**config.mk**
```make
export PLATFORM = sky130hd
export DESIGN_NAME = utf8_validating_byte_filter
export DESIGN_NICKNAME = d
export VERILOG_FILES = /design/src/hdl/u8f_pkg.sv /design/src/hdl/u8f_front.sv /design/src/hdl/u8f_fifo.sv /design/src/hdl/u8f_back.sv /design/src/hdl/utf8_validating_byte_filter.sv
export SDC_FILE = /design/constraint.sdc
export NUM_CORES = 1
export LEC_CHECK = 0
export BUFFER_PORTS_ARGS = -buffer_cell sky130_fd_sc_hd__buf_2
export CAP_MARGIN = 40
export CELL_PAD_IN_SITES_DETAIL_PLACEMENT = 0
export CELL_PAD_IN_SITES_GLOBAL_PLACEMENT = 2
export CORE_ASPECT_RATIO = 0.6
export CORE_MARGIN = 5
export CORE_UTILIZATION = 51
export CTS_CLUSTER_SIZE = 30
export DETAILED_ROUTE_END_ITERATION = 8
export GPL_TIMING_DRIVEN = 0
export PLACE_DENSITY = 0.81
export SETUP_SLACK_MARGIN = 0.5
export SLEW_MARGIN = 20
export SYNTH_ARGS = -nofsm -noshare
export SYNTH_HDL_FRONTEND = slang
export SYNTH_SLANG_ARGS = --single-unit
```
**constraint.sdc**
```tcl
create_clock -name clock -period 11.2 [get_ports clock]
set_input_delay 0.56 -clock clock [delete_from_list [all_inputs] [get_ports clock]]
set_output_delay 0.56 -clock clock [all_outputs]
set_load 0.02 [all_outputs]
```
**src/hdl/u8f_pkg.sv**
```systemverilog
package u8f_pkg;

   // Input and result words
   typedef struct packed {
      logic [7:0] in_byte;
      logic       is_last;
   } req_type;

   typedef struct packed {
      logic [7:0] out_byte;
      logic       run_last;
   } rsp_type;

   // One accepted character: up to four bytes and the index of its final byte
   localparam int RunBytes = 4;
   localparam int RunIdxW  = $clog2(RunBytes);

   typedef struct packed {
      logic [RunBytes-1:0][7:0] bytes;
      logic [RunIdxW-1:0]       last_idx;
   } run_type;

   // Run queue between front and back
   localparam int QDepth = 4;
   localparam int QPtrW  = $clog2(QDepth);
   localparam int QCntW  = $clog2(QDepth + 1);

   // Sequence lengths
   localparam logic [2:0] LenIdle  = 3'd0;
   localparam logic [2:0] LenTwo   = 3'd2;
   localparam logic [2:0] LenThree = 3'd3;
   localparam logic [2:0] LenFour  = 3'd4;

   // Code point limits
   localparam logic [20:0] MinTwo       = 21'h00080;
   localparam logic [20:0] MinThree     = 21'h00800;
   localparam logic [20:0] MinFour      = 21'h10000;
   localparam logic [20:0] MaxCode      = 21'h10FFFF;
   localparam logic [20:0] SurrogateLo  = 21'h0D800;
   localparam logic [20:0] SurrogateHi  = 21'h0DFFF;

endpackage

```
**src/hdl/u8f_front.sv**
```systemverilog
module u8f_front import u8f_pkg::*; (
   input  logic    clock,
   input  logic    reset,
   input  logic    req_valid,
   output logic    req_ready,
   input  req_type req_data,
   input  logic    q_full,
   output logic    push,
   output run_type push_run
);

   logic [7:0]  lead_ff, lead_in;
   logic [7:0]  tail_ff [2];
   logic [7:0]  tail_in [2];
   logic [2:0]  exp_ff, exp_in;
   logic [2:0]  held_ff, held_in;
   logic [20:0] code_ff, code_in;

   logic        accept;
   logic [7:0]  b;
   logic        is_cont;
   logic        pend;
   logic [20:0] code_next;
   logic [2:0]  held_next;

   // Reject overlong forms, surrogates and code points past the last plane
   function automatic logic code_ok(input logic [2:0] len, input logic [20:0] code);
      logic ok;
      ok = 1'b1;
      if (len == LenTwo && code < MinTwo) ok = 1'b0;
      if (len == LenThree && code < MinThree) ok = 1'b0;
      if (len == LenFour && (code < MinFour || code > MaxCode)) ok = 1'b0;
      if (code >= SurrogateLo && code <= SurrogateHi) ok = 1'b0;
      return ok;
   endfunction

   assign req_ready = !q_full;
   assign accept    = req_valid && req_ready;
   assign b         = req_data.in_byte;
   assign is_cont   = (b[7:6] == 2'b10);
   assign pend      = (exp_ff != LenIdle) && (held_ff >= 3'd1) && (held_ff <= 3'd3)
                      && (held_ff < exp_ff);
   assign code_next = {code_ff[14:0], b[5:0]};
   assign held_next = held_ff + 3'd1;

   // Classify the word and advance the pending sequence
   always_comb begin
      lead_in  = lead_ff;
      tail_in  = tail_ff;
      exp_in   = exp_ff;
      held_in  = held_ff;
      code_in  = code_ff;
      push     = 1'b0;
      push_run.bytes[0] = lead_ff;
      push_run.bytes[1] = (held_ff == 3'd1) ? b : tail_ff[0];
      push_run.bytes[2] = (held_ff == 3'd2) ? b : tail_ff[1];
      push_run.bytes[3] = b;
      push_run.last_idx = RunIdxW'(exp_ff - 3'd1);
      if (accept) begin
         if (pend && is_cont) begin
            if (held_ff == 3'd1) tail_in[0] = b;
            if (held_ff == 3'd2) tail_in[1] = b;
            code_in = code_next;
            held_in = held_next;
            if (held_next == exp_ff) begin
               push    = code_ok(exp_ff, code_next);
               exp_in  = LenIdle;
               held_in = 3'd0;
               code_in = '0;
            end
         end else begin
            exp_in  = LenIdle;
            held_in = 3'd0;
            code_in = '0;
            if (!b[7]) begin
               // ASCII passes as a one-byte run
               push              = 1'b1;
               push_run.bytes[0] = b;
               push_run.last_idx = '0;
            end else if (b[7:5] == 3'b110) begin
               lead_in = b;
               exp_in  = LenTwo;
               held_in = 3'd1;
               code_in = {16'd0, b[4:0]};
            end else if (b[7:4] == 4'b1110) begin
               lead_in = b;
               exp_in  = LenThree;
               held_in = 3'd1;
               code_in = {17'd0, b[3:0]};
            end else if (b[7:3] == 5'b11110) begin
               lead_in = b;
               exp_in  = LenFour;
               held_in = 3'd1;
               code_in = {18'd0, b[2:0]};
            end
         end
         // Drop anything unfinished at the end of a block
         if (req_data.is_last) begin
            exp_in  = LenIdle;
            held_in = 3'd0;
            code_in = '0;
         end
      end
   end

   // Hold sequence control
   always_ff @(posedge clock) begin
      if (reset) begin
         exp_ff  <= LenIdle;
         held_ff <= 3'd0;
         code_ff <= '0;
      end else begin
         exp_ff  <= exp_in;
         held_ff <= held_in;
         code_ff <= code_in;
      end
   end

   // Hold buffered bytes
   always_ff @(posedge clock) begin
      lead_ff <= lead_in;
      tail_ff <= tail_in;
   end

   a_idle_empty: assert property (@(posedge clock) disable iff (reset)
      (exp_ff == LenIdle) |-> (held_ff == 3'd0))
      else $error("bytes held while idle");

   a_held_bound: assert property (@(posedge clock) disable iff (reset)
      (exp_ff != LenIdle) |-> (held_ff >= 3'd1 && held_ff < exp_ff))
      else $error("held count out of range");

endmodule

```
**src/hdl/u8f_fifo.sv**
```systemverilog
module u8f_fifo import u8f_pkg::*; (
   input  logic    clock,
   input  logic    reset,
   input  logic    push,
   input  run_type push_run,
   input  logic    pop,
   output logic    q_valid,
   output logic    q_full,
   output run_type head
);

   run_type             run_ff [QDepth];
   logic [QPtrW-1:0]    wr_ff, wr_in;
   logic [QPtrW-1:0]    rd_ff, rd_in;
   logic [QCntW-1:0]    cnt_ff, cnt_in;

   assign q_valid = (cnt_ff != '0);
   assign q_full  = (cnt_ff == QCntW'(QDepth));
   assign head    = run_ff[rd_ff];

   // Advance pointers and count
   always_comb begin
      wr_in  = push ? wr_ff + 1'b1 : wr_ff;
      rd_in  = pop ? rd_ff + 1'b1 : rd_ff;
      cnt_in = cnt_ff;
      if (push && !pop) cnt_in = cnt_ff + 1'b1;
      else if (!push && pop) cnt_in = cnt_ff - 1'b1;
   end

   always_ff @(posedge clock) begin
      if (reset) begin
         wr_ff  <= '0;
         rd_ff  <= '0;
         cnt_ff <= '0;
      end else begin
         wr_ff  <= wr_in;
         rd_ff  <= rd_in;
         cnt_ff <= cnt_in;
      end
   end

   // Store runs
   always_ff @(posedge clock) begin
      if (push) run_ff[wr_ff] <= push_run;
   end

   a_no_overflow: assert property (@(posedge clock) disable iff (reset)
      push |-> (!q_full || pop))
      else $error("run queue overflow");

   a_no_underflow: assert property (@(posedge clock) disable iff (reset)
      pop |-> q_valid)
      else $error("run queue underflow");

endmodule

```
**src/hdl/u8f_back.sv**
```systemverilog
module u8f_back import u8f_pkg::*; (
   input  logic    clock,
   input  logic    reset,
   input  logic    q_valid,
   input  run_type head,
   output logic    pop,
   output logic    rsp_valid,
   input  logic    rsp_ready,
   output rsp_type rsp_data
);

   logic [RunIdxW-1:0] pos_ff, pos_in;
   logic               valid_ff, valid_in;
   rsp_type            data_ff, data_in;
   logic               load;
   logic               at_end;

   assign load      = q_valid && (!valid_ff || rsp_ready);
   assign at_end    = (pos_ff == head.last_idx);
   assign pop       = load && at_end;
   assign rsp_valid = valid_ff;
   assign rsp_data  = data_ff;

   // Walk the head run one word per cycle into the output register while it is empty or rsp_ready is high
   always_comb begin
      pos_in   = pos_ff;
      valid_in = valid_ff;
      data_in  = data_ff;
      if (load) begin
         data_in.out_byte = head.bytes[pos_ff];
         data_in.run_last = at_end;
         valid_in         = 1'b1;
         pos_in           = at_end ? '0 : pos_ff + 1'b1;
      end else if (rsp_ready) begin
         valid_in = 1'b0;
      end
   end

   always_ff @(posedge clock) begin
      if (reset) begin
         pos_ff   <= '0;
         valid_ff <= 1'b0;
      end else begin
         pos_ff   <= pos_in;
         valid_ff <= valid_in;
      end
   end

   always_ff @(posedge clock) begin
      data_ff <= data_in;
   end

   a_pos_in_run: assert property (@(posedge clock) disable iff (reset)
      q_valid |-> (pos_ff <= head.last_idx))
      else $error("byte position past end of run");

endmodule

```
**src/hdl/utf8_validating_byte_filter.sv**
```systemverilog
// UTF-8 validating byte filter.
// req channel: one word per accepted handshake, a raw byte and an is_last flag
// marking the final byte of a block. rsp channel: bytes of well-formed
// characters only, in input order, run_last set on the final byte of each
// character. Both channels use valid/ready.
// The front takes one byte every cycle while the queue is not full and tracks
// the open sequence; a complete, valid character is pushed as a run into a
// four-entry queue. The back drains the queue one byte per cycle into a
// registered output while the receiver is ready. A character's first byte
// reaches rsp through the queue entry and then the output register once the
// byte that completes it (or the ASCII byte) is accepted; its remaining
// bytes follow one per cycle while rsp_ready is high.
// When the receiver stalls, the queue fills and req_ready drops once all four
// entries hold runs; nothing is lost.
// Reset (synchronous, active high) empties the queue and the output register
// and closes any open sequence; the block is ready on the next cycle.
module utf8_validating_byte_filter import u8f_pkg::*; (
   input  logic    clock,
   input  logic    reset,
   input  logic    req_valid,
   output logic    req_ready,
   input  req_type req_data,
   output logic    rsp_valid,
   input  logic    rsp_ready,
   output rsp_type rsp_data
);

   logic    push;
   run_type push_run;
   logic    pop;
   logic    q_valid;
   logic    q_full;
   run_type head;

   u8f_front u_front (
      .clock     (clock),
      .reset     (reset),
      .req_valid (req_valid),
      .req_ready (req_ready),
      .req_data  (req_data),
      .q_full    (q_full),
      .push      (push),
      .push_run  (push_run)
   );

   u8f_fifo u_fifo (
      .clock    (clock),
      .reset    (reset),
      .push     (push),
      .push_run (push_run),
      .pop      (pop),
      .q_valid  (q_valid),
      .q_full   (q_full),
      .head     (head)
   );

   u8f_back u_back (
      .clock     (clock),
      .reset     (reset),
      .q_valid   (q_valid),
      .head      (head),
      .pop       (pop),
      .rsp_valid (rsp_valid),
      .rsp_ready (rsp_ready),
      .rsp_data  (rsp_data)
   );

endmodule

```
# Word-level counts from Yosys, hierarchy flattened
# Memories as Yosys holds them, arrays and structs flattened. A register that Yosys moved wholly into a read port is not among the register bits.
# Cells that the tools add are included.
# totals
regBits,63
ram_bits,136
input_bits,13
output_inout_bits,11
elab_cells,120
n_memories,1
# classes
n_addsub,7
magnitude_cmp,10
n_eq_ne,13
muxes,48
bitwise,1
reduce_logical,27
# mem_list
memory,depth,word_bits,read_ports,rd_ports_with_merged_regs,write_ports,line,source
u_fifo.run_ff,4,34,1,1,1,u8f_fifo.sv:12,run_type run_ff [QDepth];
# ops
operator,n
15-bit 2-to-1 mux,5
3-bit 2-to-1 mux,16
10-bit 2-to-1 mux,3
8-bit 2-to-1 mux,3
"21-bit by 16-bit greater-or-equal comparator with 1-bit output, second input constant",1
"21-bit greater-than comparator, second input constant",1
"21-bit by 16-bit less-or-equal comparator with 1-bit output, second input constant",1
"21-bit by 12-bit < comparator with 1-bit output, second input constant",1
"21-bit by 17-bit < comparator with 1-bit output, second input constant",1
"21-bit by 8-bit < comparator with 1-bit output, second input constant",1
7-bit 2-to-1 mux,3
8-bit binary-select mux with 2-bit select,1
1-bit logical AND,13
1-bit 2-to-1 mux,13
"3-bit by 2-bit == test with 1-bit output, second input constant",3
"3-bit == test, second input constant",3
3-bit nonzero test,3
"2-bit by 1-bit adder with 2-bit output, second input constant",3
"3-bit by 1-bit adder with 3-bit output, second input constant",2
2-bit 2-to-1 mux,3
"5-bit == test, second input constant",1
"4-bit == test, second input constant",1
1-bit logical NOT,4
4-bit 2-to-1 mux,1
other kinds (16),19

# Logic depth before layout (Yosys ltp)
# logic_depth
ltp_word,13
mapped_depth,14
depth_no_buf,13

# Cells and area by module
# A second synthesis with hierarchy kept.
# unflattened
cells_unflattened,489
area_unflattened_um2,8449.4
# by_module_without_submodules
module,n_inst,cells_each,area_each_um2,seq_area_each_um2
u8f_fifo,1,222,5385.2,4264.1
u8f_front,1,226,2393.5,1111.1
u8f_back,1,41,670.6,330.3

# Least setup slack after synthesis
# Ideal clock, no wire load.
# synth_timing
path_kind,register -> register
startpoint,reg u_front.exp_ff[1]
endpoint,"mem u_fifo.run_ff[0][0] (netlist name), enable pin"
setup_time_ns,0.429
arrival_ns,4.032
required_ns,10.771
path_slack_ns,6.738
path_stages_with_launch,8
path_buffers,0
synth_period_minus_slack_ns,4.462
cell_sequence,dfxtp_1 -> inv_1 -> ha_1 -> nor2b_1 -> o21a_1 -> nor4_2 -> a31oi_4 -> nor2b_1
# synth_via
elab_chain_len,11
word_cells_on_any_way,22
cone_classes,1 x order compare; 4 x eq/ne; 9 x mux; 8 x reduce/logical
# synth_rtl
element,line,source
"start, declared",u8f_front.sv:15,"logic [2:0] exp_ff, exp_in;"
"start signal, assigned",u8f_front.sv:109,exp_ff <= LenIdle;
"start signal, assigned",u8f_front.sv:113,exp_ff <= exp_in;
3-bit by 2-bit == test with 1-bit output,u8f_front.sv:30,if (len == LenTwo && code < MinTwo) ok = 1'b0;
1-bit logical AND,u8f_front.sv:30,
1-bit 2-to-1 mux,u8f_front.sv:30,
1-bit 2-to-1 mux,u8f_front.sv:31,if (len == LenThree && code < MinThree) ok = 1'b0;
1-bit 2-to-1 mux,u8f_front.sv:32,if (len == LenFour && (code < MinFour || code > MaxCode)) ok = 1'b0;
1-bit 2-to-1 mux,u8f_front.sv:33,if (code >= SurrogateLo && code <= SurrogateHi) ok = 1'b0;
1-bit 2-to-1 mux,u8f_front.sv:65,if (held_next == exp_ff) begin
1-bit 2-to-1 mux *,u8f_front.sv:60,if (pend && is_cont) begin
1-bit 2-to-1 mux *,u8f_front.sv:59,if (accept) begin
1-bit 2-to-1 mux *,u8f_fifo.sv:44,if (push) run_ff[wr_ff] <= push_run;
1-bit 2-to-1 mux (not written as such) *,u8f_fifo.sv:44,
"end, declared",u8f_fifo.sv:12,
# Mark *: on every way between the ends. The rest lies on a longest branch, timed or not.

# Final worst setup path
# layout_timing
startpoint,reg u_front.exp_ff[0]
endpoint,reg u_fifo.cnt_ff[2]
# layout_via
elab_chain_len,12
word_cells_on_any_way,25
cone_classes,1 x order compare; 4 x eq/ne; 8 x mux; 12 x reduce/logical
# layout_rtl
element,line,source
3-bit by 2-bit == test with 1-bit output,u8f_front.sv:30,
1-bit logical AND,u8f_front.sv:30,
1-bit 2-to-1 mux,u8f_front.sv:30,
1-bit 2-to-1 mux,u8f_front.sv:31,
1-bit 2-to-1 mux,u8f_front.sv:32,
1-bit 2-to-1 mux,u8f_front.sv:33,
1-bit 2-to-1 mux,u8f_front.sv:65,
1-bit 2-to-1 mux *,u8f_front.sv:60,
1-bit 2-to-1 mux *,u8f_front.sv:59,
net push,utf8_validating_byte_filter.sv:28,logic push;
1-bit logical NOT,u8f_fifo.sv:27,else if (!push && pop) cnt_in = cnt_ff - 1'b1;
1-bit logical AND,u8f_fifo.sv:27,
2-bit nonzero test (no line),-,
"end signal, assigned",u8f_fifo.sv:38,cnt_ff <= cnt_in;
"end, declared",u8f_fifo.sv:15,"logic [QCntW-1:0] cnt_ff, cnt_in;"
# The timed path passes the listed nets; every way through them passes the cells marked *.
# A chain may end at the register's enable or synchronous reset.

==> impl_metrics.ini <==
[routing]
drt-vias-per-instance = 5.90
ant_nets = 0
dr_total_vias = 4309
wirelength_routed_um = 17000
dr.pass1.iters = 4
dr.first_iter.drc_count = 479
drcViolationCount = 0
wl_per_cell_um = 23.3

[sta]
finalSetupTns_ps = 0
final_min_period_over_clock_period_pct = 33.5
unrepaired_setup_endpoints_after_global_routing = false
min_period_ps = 3750
timing_worst_slew_pin_value_ps = 852
setup_viol = 0
timing.final.hold_violations = 0
achievable-frequency_mhz = 267
maxSlewHeadroom_pct = 43.2
clock_skew_ps = 13.4
finalMaxSlewViolations = 0
postLayoutSetupSlackWorst_ps = 7450

[logic_synthesis]
synth.yosys.warnings = 0
synthesis.instances = 461
synth_top_flop_cell = edfxtp_1
synth.cell_area_um2 = 8170
synth-edff-count = 168
netlist_top_cells_count = edfxtp_1, mux4_2, dfxtp_1
syn_area_per_cell_um2 = 17.7
post-synth-top-area-cell = edfxtp_1
synth.yosys.seq_area_share_pct = 69.9
netlist.area_leader.share_pct = 61.8
synth_async_sr_flop_share_pct = 0
synthTopCellsByArea = edfxtp_1, mux4_2, dfxtp_1, mux2_2, ha_1
yosys.cell_count.top_type = edfxtp_1
synthesis.nets = 490
synth_cell_types = 49
yosys_register_bits = 201

[worst_setup_path]
worstPathRequired_ps = 11610
crit-reg2reg-capture = u_fifo.cnt_ff[2]$_SDFFE_PP0P_
critPathKind = reg -> reg
worstPathMaxFanout = 8
cp-start-kind = flip-flop
arrival_ps = 4160
worst_r2r_path_depth = 14
startpoint = u_front.exp_ff[0]$_SDFFE_PP0P_
crit-reg2reg-launch = u_front.exp_ff[0]$_SDFFE_PP0P_
worstSetupEndpointType = flip-flop
reg2reg_setup_slack_ps = 7450

[global_route]
met1_usage_pct = 29.2
grt_pass1_wl_um = 26600
global_route.usage.met2_pct = 27.6
globalRoute.totalOverflow = 0
vias_in_the_first_global_route = 4429
grtUsageTotal_pct = 18.7
maximum_number_of_pins_on_one_net_before_global_route_repair = 22
met3_usage_pct = 4.05
grt_most_used_layer = met1
initial_antenna_violation_count = 1

[worst_hold_path]
sink_of_the_worst_hold_path = u_back.rsp_valid$_SDFFE_PP0P_
holdPathStages = 4
worstHoldStart = rsp_ready
min-delay-path-class = in -> reg

[die]
die_y_um = 108
fp.dieArea_um2 = 18700
core-area_um2 = 15500
io_pins = 24
die_width_um = 173
start_util_pct = 52.5
floorplan.rows = 35

[place]
dp.final_hpwl_um = 11200
dpl_cell_area_um2 = 8730
place_ws_ps = 7400
buffers_on_ports = 22
gp_congestion = 0.789

[pwr]
power.density_cell_area_nw_per_um2 = 211
total_leakage_power_nw = 3.10
max-vdd-ir-drop_uv = 119
pwr-share-comb_pct = 19.2
total_chip_power_mw = 1.99
switchingPower_mw = 0.510
power.internal_mw = 1.48
p_clk_share_pct = 35.4
seq_power_share_pct = 45.4
switching_power_as_a_share_of_total_power_pct = 25.7

[clock_tree]
htreeDepth = 1
cts-buffers-inserted = 20
cts.sinks = 201
maximum_number_of_buffers_from_clock_root_to_sink = 3
insertion_delay_ps = 480
tritoncts_clock_tree = yes
clock_pin_slew_on_the_worst_setup_and_hold_paths_ps = 70
postCtsSetupRepairBufs = 0
clockRootBuffer = clkbuf_16
post_cts_hold_buffer_count = 0
cts-resized-gates = 0

[finish]
num-fill-cells = 1118
count_of_nets_after_finishing = 544
area_growth_syn_to_layout_pct = 15.5
drive_gt1_share_pct = 27.3
final_antenna_diode_count = 0
fin_area_um2 = 9440
final_core_util_pct = 60.7

[job]
cap_viol_max_count = 0

[outcome]
result_of_the_run = finished clean
cell usage in the layout, fill, tap and decap left out, types with 14 or more instances in the layout:
cell type / instances
a21oi_1: 15
buf_2: 29
clkbuf_1: 15
clkbuf_16: 21
dfxtp_1: 33
edfxtp_1: 168
ha_1: 15
inv_1: 16
mux2_2: 23
mux4_2: 42
nand2_1: 14
nor2_1: 25
routing by layer:
layer / vias to the layer above / share of wire, %
met5: - / 0
met4: 0 / 1.3
met3: 20 / 7.3
met2: 144 / 43
met1: 2204 / 49
li1: 1941 / -
registers in the layout, summed over array words and instances (netlist names), named ones only:
name              count
u_front.code_ff      15
u_back.rsp_data       9
u_front.exp_ff        3
u_fifo.run_ff       136
u_fifo.cnt_ff         3
u_back.pos_ff         2
u_front.held_ff       3
u_front.lead_ff       7
u_fifo.wr_ff          2
u_front.tail_ff      16
u_fifo.rd_ff          2
u_back.rsp_valid      1
logic make-up (layout without fill, tap and decap cells):
| kind of cell | Yosys count | after routing | synth area share [%] |
|---|---|---|---|
| simple gates | 82 | 82 | 5.48 |
| flops | 201 | 201 | 69.9 |
| mux | 67 | 67 | 15.0 |
| compound gates | 48 | 48 | 4.27 |
| buf+inv | 39 | 105 | 1.99 |
| xor+xnor | 8 | 8 | 0.858 |
| fa+ha+maj | 16 | 16 | 2.54 |
how the worst max path moves through the flow:
stage	end	slack, ps
4_1_cts	u_fifo.cnt_ff[2]$_SDFFE_PP0P_	7400
5_1_grt	u_fifo.cnt_ff[2]$_SDFFE_PP0P_	7170
3_5_place_dp	u_fifo.cnt_ff[2]$_SDFFE_PP0P_	7400
6_report	u_fifo.cnt_ff[2]$_SDFFE_PP0P_	7450
3_3_place_gp	u_fifo.run_ff[1][4]$_DFFE_PP_	3980
2_1_floorplan	u_fifo.run_ff[0][0]$_DFFE_PP_	6740
metrics by stage:
step	hold WS, ps	instances
3_5_place_dp	454	694
5_1_grt	385	730
3_3_place_gp	449	686
2_1_floorplan	432	461
4_1_cts	339	728
6_report	347	730
worst max-delay path, cell delays in order, from the launching register on:
cell       delay [ps]
dfxtp_1           460
inv_1             100
ha_1              250
nand2b_1           90
o2111ai_1         200
nor4_4            740
buf_8             230
a31oi_4           230
inv_1             140
ha_1              190
inv_1              60
fa_1              370
xor2_1            170
or3_1             300
a21oi_1           140
layout make-up:
cell class | instances | area [um^2] | share of cell area, %
Timing Repair Buffer | 32 | 282 | 2.98
Inverter | 16 | 60.1 | 0.637
Sequential cell | 201 | 5710 | 60.5
Clock buffer | 22 | 529 | 5.61
Tap cell | 203 | 254 | 2.69
Clock inverter | 12 | 164 | 1.74
Multi-Input combinational cell | 221 | 2340 | 24.8
Buffer | 23 | 103 | 1.09
power groups by stage:
stage	Combinational, mW	Sequential [mW]	Clock (mW)
5_1_grt	0.416	0.908	0.749
2_1_floorplan	0.235	0.942	0
3_3_place_gp	0.362	0.921	0
6_report	0.381	0.904	0.704
4_1_cts	0.384	0.904	0.713
3_5_place_dp	0.382	0.920	0
No activity file was read; power rests on OpenSTA's default activity.
